$ cat src/design/rtx_fifo.sv
`timescale 1ns / 1ps
// ----------------------------------------------------------------------------
// rtx_fifo
// Two-entry request queue between the front and back parts.
// ----------------------------------------------------------------------------
module rtx_fifo #(
	parameter int W = 8
) (
	input  logic         clk,
	input  logic         arst_n,
	input  logic         push,
	input  logic [W-1:0] wdata,
	input  logic         pop,
	output logic [W-1:0] rdata,
	output logic         empty,
	output logic         full
);

	localparam int DEPTH = 2;
	localparam int PTR_W = $clog2(DEPTH);
	localparam int CNT_W = $clog2(DEPTH + 1);

	logic [W-1:0]     ent_q [DEPTH];
	logic [PTR_W-1:0] wr_ptr_q;
	logic [PTR_W-1:0] rd_ptr_q;
	logic [CNT_W-1:0] cnt_q;

	assign empty = (cnt_q == '0);
	assign full  = (cnt_q == CNT_W'(DEPTH));
	assign rdata = ent_q[rd_ptr_q];

	always_ff @(posedge clk or negedge arst_n) begin
		if (!arst_n) begin
			wr_ptr_q <= '0;
			rd_ptr_q <= '0;
			cnt_q    <= '0;
		end else begin
			if (push) wr_ptr_q <= wr_ptr_q + 1'b1;
			if (pop) rd_ptr_q <= rd_ptr_q + 1'b1;
			if (push && !pop) cnt_q <= cnt_q + 1'b1;
			else if (pop && !push) cnt_q <= cnt_q - 1'b1;
		end
	end

	always_ff @(posedge clk) begin
		if (push) ent_q[wr_ptr_q] <= wdata;
	end

	a_no_overflow: assert property (@(posedge clk) disable iff (!arst_n) full |-> !push)
		else $error("request pushed into full queue");
	a_no_underflow: assert property (@(posedge clk) disable iff (!arst_n) empty |-> !pop)
		else $error("request popped from empty queue");
	a_count_up: assert property (@(posedge clk) disable iff (!arst_n)
		(push && !pop) |=> (cnt_q == CNT_W'($past(cnt_q) + 1'b1)))
		else $error("queue count did not follow push");

endmodule

$ cat config.mk
export PLATFORM = sky130hd
export DESIGN_NAME = rtx_fifo
export DESIGN_NICKNAME = d
export VERILOG_FILES = /design/src/design/rtx_fifo.sv
export SDC_FILE = /design/constraint.sdc
export NUM_CORES = 1
export LEC_CHECK = 0
export CORE_UTILIZATION = 57
export CTS_CLUSTER_DIAMETER = 60
export DETAILED_ROUTE_END_ITERATION = 10
export DONT_BUFFER_PORTS = 1
export HOLD_SLACK_MARGIN = 0.15
export PLACE_DENSITY_LB_ADDON = 0.15
export SLEW_MARGIN = 5
export SYNTH_ARGS = -nofsm -noshare
export SYNTH_HDL_FRONTEND = slang
export SYNTH_SLANG_ARGS = --single-unit
$ cat constraint.sdc
create_clock -name clk -period 1.6 [get_ports clk]
set_input_delay 0.24 -clock clk [delete_from_list [all_inputs] [get_ports clk]]
set_output_delay 0.24 -clock clk [all_outputs]
set_load 0.03 [all_outputs]
==> impl_metrics.py <==
metrics = {
    "yosys": {
        "synthMuxAreaShare": 0.117,
        "synth_edf_count": 16,
        "synth_simple_gate_area_frac": 0.0373,
        "synthXorXnorAreaFrac": 0.0568,
        "synth_fa_ha_area_frac": 0.0162,
        "syn_nets": 54,
        "async_reset_ff_frac": 0.200,
        "synth-warning-count": 0,
        "synth_compound_area_frac": 0,
        "yosysTopAreaCell": "edfxtp_1",
        "syn-instance-count": 41,
        "synth_top_area_share": 0.623,
        "postSynthAreaPerCell_um2": 18.8,
        "netlist_area_um2": 771,
        "synth_top_family_by_area": "multiplexers",
        "synth.most_common_cell": "edfxtp_1",
        "ys_types": 12,
        "synth_top_cells_by_area": "edfxtp_1, dfrtp_1, mux2_2, xor2_1, ha_1",
        "yosys-top-cells-count": "edfxtp_1, mux2_2, dfrtp_1, xor2_1, nor2_1",
        "synth-seq-area-share": 0.753,
        "synth-main-ff-cell": "edfxtp_1",
        "ys_ff_latch": 20,
    },
    "drt": {
        "drc": 0,
        "dr.pass1.iters": 2,
        "wl_per_cell_um": 17.6,
        "wl_um": 1250,
        "drt_iter0_markers": 7,
        "vias": 382,
        "via_per_inst": 5.38,
        "ant_nets": 0,
    },
    "setup_path": {
        "crit_start": "rd_ptr_q$_DFFE_PN0P_",
        "crit_path_start_kind": "register",
        "critPathCaptureType": "output pin",
        "arrival_ps": 1240,
        "max_stage_delay_ps": 500,
        "r2r-start": "wr_ptr_q$_DFFE_PN0P_",
        "cpLargestDelayFamily": "flip-flops",
        "r2r_slack_ps": 520,
        "cp_cell_sequence": "mux2_2",
        "required_ps": 1360,
        "crit_type": "reg -> out",
        "worstPathMaxFanout": 9,
        "path_buf_inv": 0,
        "rr_endpoint": "ent_q[1][3]$_DFFE_PP_",
        "slowest_stage": "dfrtp_2",
        "ff2ff_path_depth": 1,
    },
    "timing": {
        "hold_violations": 0,
        "clock-skew-final_ps": 1.36,
        "rsz0062_at_grt": "false",
        "setup_tns_ps": 0,
        "period_share": 0.925,
        "max_freq_mhz": 676,
        "worst_pin_slew_ps": 548,
        "slew_viol_final": 0,
        "finalSetupViolCount": 0,
        "max_slew_margin": 0.633,
        "timing.final.crit_period_ps": 1480,
    },
    "flow_run": {
        "maxCapViolCount": 0,
    },
    "die": {
        "ios": 22,
        "die_x_um": 38.8,
        "die_h_um": 38.8,
        "fp-row-count": 12,
        "core-area_um2": 1190,
        "start_util": 0.650,
        "die_area_um2": 1500,
    },
    "global_routing": {
        "grt_pass1_wl_um": 1870,
        "antenna_found_initial": 0,
        "grt_pass1_vias": 397,
        "grt-ovfl-total": 0,
        "grt_max_degree": 12,
        "grt_util_all_layers": 0.204,
    },
    "clock_network": {
        "cts_tree": "built",
        "cts-root-buf": "clkbuf_4",
        "cts_sinks": 20,
        "postCtsSetupBuffers": 0,
        "clockBufferDepth": 2,
        "h-tree-depth": 1,
        "clk-insertion-delay-late_ps": 290,
        "path_clk_slew_ps": 100,
        "cts_buffers": 3,
    },
    "power": {
        "irDropWorstVdd_mv": 0.964,
        "cellPowerDensity_nw_per_um2": 1710,
        "power.leakage_nw": 0.347,
    },
    "layout": {
        "nets": 71,
        "layout-drive-gt1-share": 0.263,
        "area_growth_pct": 20.6,
        "diodes": 0,
        "final_core_util": 0.784,
    },
    "min_path": {
        "min-delay-start": "push",
        "hold_end": "cnt_q[0]$_DFFE_PN0P_",
        "worstHoldPathType": "in -> reg",
        "min_path_cells": 2,
    },
    "placed_design": {
        "portBuffers": 0,
        "place.gp.congestion": 0.530,
        "hpwlAfterDp_um": 744,
    },
    "outcome": {
        "status": "finished clean",
    },
}
## per-layer routing
| metal | up-vias | wire length, µm | GRT usage |
|---|---|---|---|
| met4 | 0 | 19 | 0.0776 |
| met1 | 187 | 525 | 0.272 |
| met5 | - | 0 | 0 |
| met2 | 14 | 637 | 0.308 |
| met3 | 2 | 68 | 0.0694 |
| li1 | 179 | - | - |
## worst max-delay path by stage
| stage | end | slack [ps] | cells past startpoint |
|---|---|---|---|
| after floorplan | ent_q[0][0]$_DFFE_PP_ | 440 | 1 |
| after global placement | rdata[3] | 350 | 1 |
| after detailed placement | rdata[3] | 340 | 1 |
| after CTS | rdata[3] | 20 | 1 |
| after global routing | rdata[1] | 60 | 1 |
| final | rdata[3] | 120 | 1 |
## kinds of logic after synthesis
| kind of cell | count (synthesis) |
|---|---|
| xor+xnor | 5 |
| fa+ha+maj | 1 |
| buf+inv | 2 |
| flops | 20 |
| mux | 8 |
| simple gates | 5 |
## sequential cells by signal, indices dropped and copies added, names as in the netlist
register and flops:
rd_ptr_q 1, cnt_q 2, ent_q 16, wr_ptr_q 1
## power by group
part	internal (W)	switching, W	leakage (nW)	total [W]
sequential	0.000710	0.000102	0.196	0.000812
combinational	0.000190	0.000355	0.135	0.000545
clock	0.0000905	0.000139	0.0154	0.000230
## layout by cell type (no fill, tap or decap)
cell            n
and2_1          1
and2b_2         1
buf_4           2
clkbuf_4        3
clkinv_1        1
dfrtp_1         3
dfrtp_2         1
dlygate4sd3_1  11
edfxtp_1       16
ha_1            1
inv_1           1
mux2_2          8
nor2_1          2
nor2b_1         1
xnor2_1         1
xor2_1          4
## through the flow
stage | cells | hold WS [ps] | total power (W) | instance area (µm²) | setup slack, ps
after floorplan | 41 | -55.6 | 0.00128 | 771 | 438
after global placement | 56 | -55.5 | 0.00131 | 792 | 352
after CTS | 71 | 212 | 0.00158 | 928 | 18.5
final | 71 | 201 | 0.00159 | 930 | 120
after global routing | 71 | 205 | 0.00166 | 930 | 60.2
after detailed placement | 56 | -55.5 | 0.00133 | 792 | 341
## area by class of cell
| class | instances | area [µm²] |
|---|---|---|
| inverters | 1 | 3.75 |
| clock inverters | 1 | 3.75 |
| flip-flops and latches | 20 | 582 |
| repair buffers | 13 | 125 |
| fillers | 69 | 256 |
| clock buffers | 3 | 22.5 |
| multi-input cells | 19 | 175 |
| well taps | 14 | 17.5 |
## repair_timing
action / CTS / global route
endpoints found under the setup margin: 0 / 8
hold buffers: 11 / 0
endpoints found under the hold margin: 22 / 0
gates resized for setup: 0 / 1
No activity file was read; power rests on OpenSTA's default activity.
