`src/design/rtx_pkg.sv`:
```
`timescale 1ns / 1ps
// ----------------------------------------------------------------------------
// rtx_pkg
// Shared types, codes and kernel builder for the retinex ratio block.
// ----------------------------------------------------------------------------
package rtx_pkg;

	localparam logic [63:0] QONE = 64'd1 << 30;

	localparam int CFG_IDX_W  = 2;
	localparam int CFG_DATA_W = 11;
	localparam int GAIN_W     = 10;

	localparam logic [CFG_IDX_W-1:0] CFG_FRAME_WIDTH  = 2'd0;
	localparam logic [CFG_IDX_W-1:0] CFG_FRAME_HEIGHT = 2'd1;
	localparam logic [CFG_IDX_W-1:0] CFG_OUTPUT_GAIN  = 2'd2;

	localparam logic [CFG_DATA_W-1:0] RST_FRAME_WIDTH  = 11'd640;
	localparam logic [CFG_DATA_W-1:0] RST_FRAME_HEIGHT = 11'd480;
	localparam logic [GAIN_W-1:0]     RST_OUTPUT_GAIN  = 10'd170;

	localparam logic CMD_PIXEL = 1'b0;
	localparam logic CMD_DRAIN = 1'b1;

	localparam logic [7:0] SAT_VALUE = 8'd255;

	// kernel table holds up to 8x8 quadrant weights of 16 bits
	localparam int KTAB_W = 1024;
	localparam int KIDX_W = 6;
	localparam int ACC_W  = 32;
	localparam int NUM_W  = 32;
	localparam int GNUM_W = NUM_W + GAIN_W;

	typedef enum logic [2:0] {
		BK_IDLE,
		BK_SUM,
		BK_FLUSH,
		BK_MUL1,
		BK_MUL2,
		BK_SAT,
		BK_DIV,
		BK_DONE
	} bk_state_t;

	function automatic logic [63:0] kern_e1(input logic [63:0] x);
		logic [63:0] term;
		logic [63:0] pos;
		logic [63:0] neg;
		term = QONE;
		pos  = QONE;
		neg  = '0;
		for (int k = 1; k <= 20; k++) begin
			term = ((term * x) >> 30) / 64'(k);
			if (k[0]) neg = neg + term;
			else pos = pos + term;
		end
		return pos - neg;
	endfunction

	function automatic logic [15:0] kern_weight(input logic [63:0] e1, input int d2);
		logic [63:0] p;
		p = QONE;
		for (int d = 0; d < d2; d++) p = (p * e1) >> 30;
		return 16'((p * 64'd65535 + (QONE >> 1)) >> 30);
	endfunction

	function automatic logic [KTAB_W-1:0] kern_table(input logic [63:0] e1, input int radius);
		logic [KTAB_W-1:0] t;
		t = '0;
		for (int a = 0; a <= radius; a++)
			for (int b = 0; b <= radius; b++)
				t[(a * (radius + 1) + b) * 16 +: 16] = kern_weight(e1, a * a + b * b);
		return t;
	endfunction

	function automatic logic [ACC_W-1:0] kern_sum(input logic [KTAB_W-1:0] t, input int radius);
		logic [ACC_W-1:0] s;
		int aa;
		int bb;
		s = '0;
		for (int a = -radius; a <= radius; a++)
			for (int b = -radius; b <= radius; b++) begin
				aa = (a < 0) ? -a : a;
				bb = (b < 0) ? -b : b;
				s = s + ACC_W'(t[(aa * (radius + 1) + bb) * 16 +: 16]);
			end
		return s;
	endfunction

endpackage

```
`src/design/rtx_front.sv`:
```
`timescale 1ns / 1ps
// ----------------------------------------------------------------------------
// rtx_front
// Accepts pixels and drains, writes the frame store, tracks positions and
// queues one request per result owed.
// ----------------------------------------------------------------------------
module rtx_front #(
	parameter int MAX_WIDTH  = 1024,
	parameter int MAX_HEIGHT = 1024,
	parameter int RADIUS     = 5,
	localparam int CW = $clog2(MAX_WIDTH),
	localparam int RW = $clog2(MAX_HEIGHT),
	localparam int WW = $clog2(MAX_WIDTH + 1),
	localparam int HW = $clog2(MAX_HEIGHT + 1),
	localparam int JW = RW + CW + 1
) (
	input  logic           clk,
	input  logic           arst_n,
	input  logic           in_valid,
	output logic           in_stall,
	input  logic           command,
	input  logic [7:0]     red,
	input  logic [7:0]     green,
	input  logic [7:0]     blue,
	input  logic [WW-1:0]  eff_w,
	input  logic [HW-1:0]  eff_h,
	input  logic           all_idle,
	input  logic           fifo_full,
	output logic           push,
	output logic [JW-1:0]  job,
	output logic           wr_en,
	output logic [RW+CW-1:0] wr_addr,
	output logic [7:0]     wr_data
);

	localparam int QW = RW + WW + 1;
	localparam int PW = $clog2(MAX_WIDTH * MAX_HEIGHT) + 1;

	logic [RW-1:0] in_row_q;
	logic [CW-1:0] in_col_q;
	logic [RW-1:0] out_row_q;
	logic [CW-1:0] out_col_q;
	logic [PW-1:0] pend_q;

	logic          accept;
	logic          at_origin;
	logic [7:0]    pix_v;
	logic [QW-1:0] qi;
	logic [QW-1:0] thr;
	logic          emit_px;
	logic          emit_dr;
	logic          last;
	logic          in_col_wrap;
	logic          in_row_wrap;
	logic          out_col_wrap;
	logic          out_row_wrap;

	always_comb begin
		at_origin = (in_row_q == '0) && (in_col_q == '0);
		in_stall  = fifo_full || (at_origin && !all_idle);
		accept    = in_valid && !in_stall;

		pix_v = red;
		if (green > pix_v) pix_v = green;
		if (blue > pix_v) pix_v = blue;

		qi  = QW'(in_row_q) * QW'(eff_w) + QW'(in_col_q);
		thr = QW'(RADIUS) * QW'(eff_w) + QW'(RADIUS);

		emit_px = (command == rtx_pkg::CMD_PIXEL) && (qi >= thr);
		emit_dr = (command == rtx_pkg::CMD_DRAIN) && at_origin && (pend_q != '0);
		push    = accept && (emit_px || emit_dr);

		last = (32'(out_row_q) == 32'(eff_h) - 32'd1) &&
			(32'(out_col_q) == 32'(eff_w) - 32'd1);
		job  = {out_row_q, out_col_q, last};

		wr_en   = accept && (command == rtx_pkg::CMD_PIXEL);
		wr_addr = {in_row_q, in_col_q};
		wr_data = pix_v;

		in_col_wrap  = (32'(in_col_q) + 32'd1) >= 32'(eff_w);
		in_row_wrap  = (32'(in_row_q) + 32'd1) >= 32'(eff_h);
		out_col_wrap = (32'(out_col_q) + 32'd1) >= 32'(eff_w);
		out_row_wrap = (32'(out_row_q) + 32'd1) >= 32'(eff_h);
	end

	always_ff @(posedge clk or negedge arst_n) begin
		if (!arst_n) begin
			in_row_q  <= '0;
			in_col_q  <= '0;
			out_row_q <= '0;
			out_col_q <= '0;
			pend_q    <= '0;
		end else if (accept) begin
			if (command == rtx_pkg::CMD_PIXEL) begin
				if (in_col_wrap) begin
					in_col_q <= '0;
					in_row_q <= in_row_wrap ? '0 : in_row_q + 1'b1;
				end else begin
					in_col_q <= in_col_q + 1'b1;
				end
				if (at_origin) begin
					out_row_q <= '0;
					out_col_q <= '0;
					pend_q    <= PW'(1);
				end else if (!emit_px) begin
					pend_q <= pend_q + 1'b1;
				end
			end else if (emit_dr) begin
				pend_q <= pend_q - 1'b1;
			end
			if (push) begin
				if (out_col_wrap) begin
					out_col_q <= '0;
					out_row_q <= out_row_wrap ? '0 : out_row_q + 1'b1;
				end else begin
					out_col_q <= out_col_q + 1'b1;
				end
			end
		end
	end

endmodule

```
`config.mk`:
```
export PLATFORM = sky130hd
export DESIGN_NAME = rtx_front
export DESIGN_NICKNAME = d
export VERILOG_FILES = /design/src/design/rtx_pkg.sv /design/src/design/rtx_front.sv
export SDC_FILE = /design/constraint.sdc
export NUM_CORES = 1
export LEC_CHECK = 0
export BUFFER_PORTS_ARGS = -buffer_cell sky130_fd_sc_hd__buf_4
export CAP_MARGIN = 15
export CORE_MARGIN = 2
export CORE_UTILIZATION = 67
export CTS_CLUSTER_SIZE = 25
export DETAILED_ROUTE_END_ITERATION = 8
export HOLD_SLACK_MARGIN = 0.1
export PLACE_DENSITY = 0.95
export SETUP_SLACK_MARGIN = 0.5
export SLEW_MARGIN = 25
export SYNTH_ARGS = -nofsm -noshare
export SYNTH_HDL_FRONTEND = slang
export SYNTH_SLANG_ARGS = --single-unit
```
`constraint.sdc`:
```
create_clock -name clk -period 21.7 [get_ports clk]
set_input_delay 4.34 -clock clk [delete_from_list [all_inputs] [get_ports clk]]
set_output_delay 4.34 -clock clk [all_outputs]
set_load 0.01 [all_outputs]
```
==> results of run 1 <==
layout make-up:
class                           instances  share of cell area [%]
Tap cell                              220                    2.19
Clock buffer                           10                    1.82
Timing Repair Buffer                  105                    6.30
Clock inverter                          5                   0.419
Sequential cell                        61                    12.2
Multi-Input combinational cell       1122                    72.4
Inverter                              158                    4.72
Yosys cell counts, types with 4 or more instances:
| cell type | count | area share, % |
|---|---|---|
| ha_1 | 178 | 19 |
| inv_1 | 155 | 5.1 |
| nand2_1 | 121 | 4.0 |
| nor2_1 | 87 | 2.9 |
| fa_1 | 81 | 14 |
| a21oi_1 | 80 | 3.5 |
| o21ai_0 | 69 | 3.0 |
| and2_1 | 62 | 3.4 |
| dfrtp_1 | 61 | 13 |
| nand3_1 | 53 | 2.3 |
| xnor2_1 | 53 | 4.1 |
| clkbuf_1 | 49 | 1.6 |
| a21o_1 | 32 | 2.1 |
| nor3_1 | 26 | 1.1 |
| xor2_1 | 24 | 1.8 |
| and3_1 | 20 | 1.1 |
| nor4_1 | 14 | 0.77 |
| nand4_1 | 13 | 0.71 |
| a21boi_0 | 12 | 0.79 |
| a31o_2 | 12 | 0.92 |
| o21a_1 | 12 | 0.79 |
| mux2i_1 | 11 | 0.96 |
| nor2b_1 | 11 | 0.60 |
| nand2b_1 | 10 | 0.55 |
| o31ai_1 | 10 | 0.66 |
| a31oi_1 | 8 | 0.44 |
| o211a_1 | 8 | 0.70 |
| o211ai_1 | 8 | 0.53 |
| or2_2 | 7 | 0.38 |
| or3_1 | 7 | 0.38 |
| a22o_1 | 6 | 0.46 |
| buf_2 | 6 | 0.26 |
| o21ai_1 | 6 | 0.26 |
| o21bai_1 | 6 | 0.39 |
| o22ai_1 | 6 | 0.33 |
| o221ai_1 | 5 | 0.38 |
| a2111oi_0 | 4 | 0.31 |
| buf_1 | 4 | 0.13 |
| mux2_2 | 4 | 0.39 |
| or4_1 | 4 | 0.26 |
per-layer routing:
metal | up-vias | wire, µm
met4 | 0 | 1050
met1 | 5064 | 12300
met2 | 568 | 14800
met5 | - | 0
met3 | 113 | 2700
li1 | 4993 | -
kinds of logic (layout without fill, tap and decap cells):
| kind of cell | count (synthesis) | count (layout) | synth area share [%] |
|---|---|---|---|
| AND/OR/NAND/NOR | 449 | 449 | 19.7 |
| AO/OA/AOI/OAI | 322 | 322 | 18.7 |
| adder cells (fa/ha/maj) | 259 | 259 | 33.7 |
| buffers and inverters | 218 | 278 | 7.26 |
| XOR/XNOR | 77 | 77 | 5.90 |
| flip-flops | 61 | 61 | 13.4 |
| multiplexers | 15 | 15 | 1.36 |
power groups by stage:
| stage | logic [mW] | registers (mW) | clock network (mW) |
|---|---|---|---|
| global route | 0.644 | 0.184 | 0.147 |
| detailed placement | 0.561 | 0.180 | 0 |
| global placement | 0.531 | 0.178 | 0 |
| finish | 0.576 | 0.180 | 0.142 |
| floorplan | 0.418 | 0.164 | 0 |
| CTS | 0.565 | 0.178 | 0.142 |
state kept, by name, summed over array words and instances (netlist names):
name,flops
in_row_q,10
pend_q,21
out_row_q,10
in_col_q,10
out_col_q,10
critical path, cell delays in order:
cell and delay [ns]:
buf_4 0.20, nand2_1 0.11, fa_1 0.56, inv_1 0.05, fa_1 0.51, inv_1 0.05
fa_1 0.48, inv_1 0.06, fa_1 0.53, inv_1 0.06, fa_1 0.57, inv_1 0.05
ha_1 0.36, a21o_1 0.24, a211o_1 0.31, a21bo_2 0.23, xor2_1 0.14, ha_1 0.30
nand2_1 0.05, a21oi_1 0.18, o31ai_1 0.11, a31o_2 0.24, and4_1 0.23, a31oi_2 0.64
buf_4 0.25
through the flow:
step                      power, mW  worst slack, ns  instances  hold slack (ns)
after floorplan               0.582             7.00       1401            0.497
after CTS                     0.885             6.20       1681            0.547
after detailed placement      0.741             6.23       1666            0.543
after global routing          0.975             6.26       1681            0.575
final                         0.898             6.49       1681            0.552
after global placement        0.710             6.47       1665            0.535
path summary, 6_finish.rpt:
| check | to | startpoint | slack (ns) |
|---|---|---|---|
| max | push | eff_w[5] | 6.49 |
| min | pend_q[3]$_DFFE_PN0P_ | pend_q[3]$_DFFE_PN0P_ | 0.55 |
| max reg2reg | pend_q[12]$_DFFE_PN0P_ | in_row_q[1]$_DFFE_PN0P_ | 13.84 |
| min reg2reg | pend_q[3]$_DFFE_PN0P_ | pend_q[3]$_DFFE_PN0P_ | 0.55 |
| max in group asynchronous | pend_q[6]$_DFFE_PN0P_ | arst_n | 17.05 |
| min in group asynchronous | in_row_q[8]$_DFFE_PN0P_ | arst_n | 4.10 |
==> flow_metrics.env, run 1 <==
export IMPL_status="complete, no violations"
export IMPL_start_kind="primary input"
export IMPL_intPower_mw=0.467
export IMPL_die_area_um2=18100
export IMPL_place_congestion=0.965
export IMPL_rsz0062_at_grt="false"
export IMPL_fin_crit_sh_pct=70.1
export IMPL_yosysWarningCount=0
export IMPL_p_clk_share_pct=15.8
export IMPL_cts_buffers=9
export IMPL_core_um2=16600
export IMPL_reg2reg_depth=22
export IMPL_layout_drive_gt1_share_pct=10.6
export IMPL_yosys_register_bits=61
export IMPL_synth_fp_nets=1712
export IMPL_pwr_share_seq_pct=20.1
export IMPL_crit_type="in -> out"
export IMPL_grt_overflow=0
export IMPL_postLayoutCoreUtil_pct=75.4
export IMPL_cts_resized=0
export IMPL_crit_fanout=18
export IMPL_drt_pass1_iter_count=5
export IMPL_cts_tree="built"
export IMPL_swShare_pct=48.0
export IMPL_grt_busiest_layer="met2"
export IMPL_avgRoutedWirePerCell_um=18.3
export IMPL_grt_pass1_vias=10600
export IMPL_clk_latency_ns=0.34
export IMPL_ys_seq_area_share_pct=13.4
export IMPL_antenna_cells=0
export IMPL_final_common_cell="ha_1"
export IMPL_seqCellArea_um2=1530
export IMPL_use_met2_pct=58.1
export IMPL_initial_core_util_pct=68.6
export IMPL_synth_async_reset_ratio_pct=100
export IMPL_finalSetupViolations=0
export IMPL_die_x_um=135
export IMPL_die_y_um=135
export IMPL_pwr_density_cell_nw_per_um2=71.5
export IMPL_vias_per_cell=6.39
export IMPL_grt_pass1_wl_um=51000
export IMPL_clkSlewWorstSetupHoldPaths_ns=0.05
export IMPL_grt_util_met1_pct=44.6
export IMPL_leakage_nw=6.50
export IMPL_ioPinCount=104
export IMPL_final_cell_mix="ha_1, inv_1, nand2_1"
export IMPL_use_met3_pct=7.58
export IMPL_rows=47
export IMPL_dp_hpwl_um=24200
export IMPL_h_tree_depth=3
export IMPL_fmax_ghz=0.0658
export IMPL_holdCritPathClass="reg -> reg"
export IMPL_final_hold_violation_count=0
export IMPL_cts_setup_buffers=0
export IMPL_syn_cell_area_um2=11400
export IMPL_nFillCells=1207
export IMPL_critical_path_arrival_ns=10.87
export IMPL_power_switching_mw=0.431
export IMPL_syn_to_final_growth_pct=9.88
export IMPL_clock_sinks=61
export IMPL_synth_edf_count=0
export IMPL_layout_nets=1768
export IMPL_wl_um=30800
export IMPL_clockBufferDepth=2
export IMPL_dr_total_vias=10700
export IMPL_placed_area_um2=12300
export IMPL_setup_tns_ns=0
export IMPL_final_area_um2=12600
export IMPL_ir_drop_mv=0.0884
export IMPL_grt_use_total_pct=34.7
export IMPL_worst_slew_pin_slew_ns=0.900
export IMPL_synth_top_flop_cell="dfrtp_1"
export IMPL_synthesis_instances=1401
export IMPL_ant_nets=0
export IMPL_avgSynthCellArea_um2=8.15
export IMPL_cts_root_buf="clkbuf_16"
export IMPL_drv_slew=0
export IMPL_max_cap_violations=0
export IMPL_slew_headroom_pct=39.6
export IMPL_io_buffers=103
export IMPL_final_setup_skew_ns=0.00724
export IMPL_pwr_share_comb_pct=64.1
export IMPL_antenna_found_initial=0
export IMPL_ys_types=77
export IMPL_worstPathRequired_ns=17.36
export IMPL_crit_path_end_kind="output pin"
export IMPL_drtIter0Drc=809
export IMPL_grt_max_degree=62
export IMPL_holdBufCountCts=0
export IMPL_multi_input_area_um2=9090
export IMPL_worstHoldPathCells=1
export IMPL_period_needed_ns=15.21
export IMPL_route_detailed_drc=0
Note: power is estimated with default switching activity, not from simulation.
==> run 2, diff against run 1 <==
--- a/config.mk
+++ b/config.mk
@@ -8,11 +8,11 @@
 export BUFFER_PORTS_ARGS = -buffer_cell sky130_fd_sc_hd__buf_4
 export CAP_MARGIN = 15
 export CORE_MARGIN = 2
-export CORE_UTILIZATION = 67
+export CORE_UTILIZATION = 63
 export CTS_CLUSTER_SIZE = 25
 export DETAILED_ROUTE_END_ITERATION = 8
 export HOLD_SLACK_MARGIN = 0.1
-export PLACE_DENSITY = 0.95
+export PLACE_DENSITY = 0.93
 export SETUP_SLACK_MARGIN = 0.5
 export SLEW_MARGIN = 25
 export SYNTH_ARGS = -nofsm -noshare
==> constraint.sdc (replaced) <==
create_clock -name clk -period 14.75 [get_ports clk]
set_input_delay 2.95 -clock clk [delete_from_list [all_inputs] [get_ports clk]]
set_output_delay 2.95 -clock clk [all_outputs]
set_load 0.01 [all_outputs]
==> run 2 against run 1 <==
  * Worst setup slack worse by 3.9 ns
  * Cell area up 0.13%
  * Critical path depth increased by 1
  * Core utilization shrank 5.2 points
  * Clock skew hardly changed
  * Hold slack improved by 0.013 ns
  * Global-route usage is 2.3 points lower
  * Critical path type unchanged
  * Critical endpoint unchanged
  * Largest cell class unchanged
==> flow_metrics.env, run 2 (synthesized netlist as in run 1, its figures left out) <==
export IMPL_core_um2=17900
export IMPL_grt_use_total_pct=32.4
export IMPL_clockBufferDepth=2
export IMPL_reg2reg_depth=24
export IMPL_slew_headroom_pct=34.2
export IMPL_critPathMaxStageDelay_ns=0.57
export IMPL_grt_pass1_vias=10900
export IMPL_grt_pass1_wl_um=51900
export IMPL_crit_slowest_cell="fa_1"
export IMPL_wl_um=31100
export IMPL_worst_slew_pin_slew_ns=0.986
export IMPL_dp_cells=1677
export IMPL_start_kind="primary input"
export IMPL_drv_slew=0
export IMPL_clock_sinks=61
export IMPL_regMostFlops="pend_q"
export IMPL_fin_crit_sh_pct=82.2
export IMPL_largest_reg_flops=21
export IMPL_crit_family="adder cells"
export IMPL_ant_nets=0
export IMPL_layout_drive_gt1_share_pct=10.6
export IMPL_avgRoutedWirePerCell_um=18.4
export IMPL_dp_slack_ns=2.71
export IMPL_grt_overflow=0
export IMPL_crit_type="in -> out"
export IMPL_grt_max_degree=62
export IMPL_initial_core_util_pct=63.8
export IMPL_place_congestion=1.00
export IMPL_antenna_cells=0
export IMPL_setup_tns_ns=0
export IMPL_cts_root_buf="clkbuf_16"
export IMPL_cts_setup_buffers=0
export IMPL_worstReg2RegEnd="pend_q[12]$_DFFE_PN0P_"
export IMPL_rsz0062_at_grt="false"
export IMPL_stdcell_count=1693
export IMPL_vias_per_cell=6.45
export IMPL_rows=49
export IMPL_fin_ws_ns=2.63
export IMPL_final_common_cell="ha_1"
export IMPL_ioPinCount=104
export IMPL_reg2reg_from="in_row_q[1]$_DFFE_PN0P_"
export IMPL_reg2reg_slack_ns=6.89
export IMPL_max_cap_violations=0
export IMPL_layout_nets=1770
export IMPL_final_hold_violation_count=0
export IMPL_ir_drop_mv=0.135
export IMPL_dr_total_vias=10900
export IMPL_cts_resized=0
export IMPL_drtIter0Drc=1055
export IMPL_hp_start="pend_q[7]$_DFFE_PN0P_"
export IMPL_die_y_um=139
export IMPL_holdCritPathClass="reg -> reg"
export IMPL_postLayoutCoreUtil_pct=70.2
export IMPL_clkSlewWorstSetupHoldPaths_ns=0.05
export IMPL_leakage_nw=6.51
export IMPL_period_needed_ns=12.12
export IMPL_holdBufCountCts=0
export IMPL_crit_cells=26
export IMPL_cts_buffers=9
export IMPL_route_detailed_drc=0
export IMPL_status="complete, no violations"
export IMPL_cts_tree="built"
export IMPL_finalSetupViolations=0
export IMPL_crit_fanout=18
export IMPL_dp_hpwl_um=24200
export IMPL_final_setup_skew_ns=0.00744
export IMPL_worstPathRequired_ns=11.80
export IMPL_antenna_found_initial=0
export IMPL_io_buffers=103
export IMPL_die_x_um=139
export IMPL_pwr_density_cell_nw_per_um2=105
export IMPL_worstHoldPathCells=1
export IMPL_syn_to_final_growth_pct=10.0
export IMPL_critical_path_arrival_ns=9.17
export IMPL_fmax_ghz=0.0825
export IMPL_cp_num_buf_inv=8
export IMPL_h_tree_depth=3
export IMPL_final_cell_mix="ha_1, inv_1, nand2_1"
export IMPL_die_area_um2=19200
export IMPL_crit_path_end_kind="output pin"
export IMPL_clk_latency_ns=0.34
export IMPL_drt_pass1_iter_count=7
export IMPL_hold_path_endpoint="pend_q[7]$_DFFE_PN0P_"
run 2: stage by stage:
stage	area, µm²	total power [mW]	hold WS [ns]
floorplan	11400	0.856	0.497
global placement	12300	1.03	0.540
detailed placement	12300	1.08	0.543
CTS	12600	1.30	0.556
global route	12600	1.43	0.595
finish	12600	1.32	0.565
run 2: how the worst max path moves through the flow:
stage	startpoint	to	slack, ns
2_1_floorplan	eff_w[5]	push	2.83
3_5_place_dp	eff_w[5]	push	2.71
3_3_place_gp	eff_w[5]	push	2.91
4_1_cts	eff_w[5]	push	2.70
5_1_grt	eff_w[6]	push	2.43
6_report	eff_w[5]	push	2.63
run 2: area by class of cell:
| class | count | area, µm² |
|---|---|---|
| timing repair buffer | 107 | 802 |
| inverter | 158 | 593 |
| tap | 229 | 287 |
| multi-input combinational | 1122 | 9070 |
| sequential | 61 | 1530 |
| clock inverter | 5 | 50.0 |
| clock buffer | 11 | 243 |
| fill | 1317 | 5330 |
run 2: worst register-to-register path: stages, from the launching register on:
cell      delay (ns)
dfrtp_1         0.66
clkinv_1        0.46
nor2_1          0.29
fa_1            0.45
fa_1            0.43
fa_1            0.48
fa_1            0.50
inv_1           0.06
fa_1            0.54
inv_1           0.04
ha_1            0.38
a21o_1          0.24
a211o_1         0.31
a21bo_2         0.25
xor2_1          0.16
ha_1            0.32
nand2_1         0.06
a21oi_1         0.05
o31ai_1         0.30
a31o_2          0.16
o21ai_0         0.09
nor4bb_2        0.51
a21oi_2         0.37
or4b_1          0.61
nand2_1         0.09
run 2: report_power, final:
part	switching [mW]	total, mW	internal (mW)
combinational	0.486	0.843	0.357
sequential	0.0667	0.266	0.199
clock	0.0803	0.214	0.134
run 2: layer usage:
| metal | GRT usage (%) | share of wire, % | vias up |
|---|---|---|---|
| li1 | - | - | 4978 |
| met1 | 40.5 | 39 | 5172 |
| met2 | 54.2 | 47 | 614 |
| met3 | 6.32 | 8.8 | 155 |
| met4 | 15.5 | 5.6 | 0 |
| met5 | 0 | 0 | - |
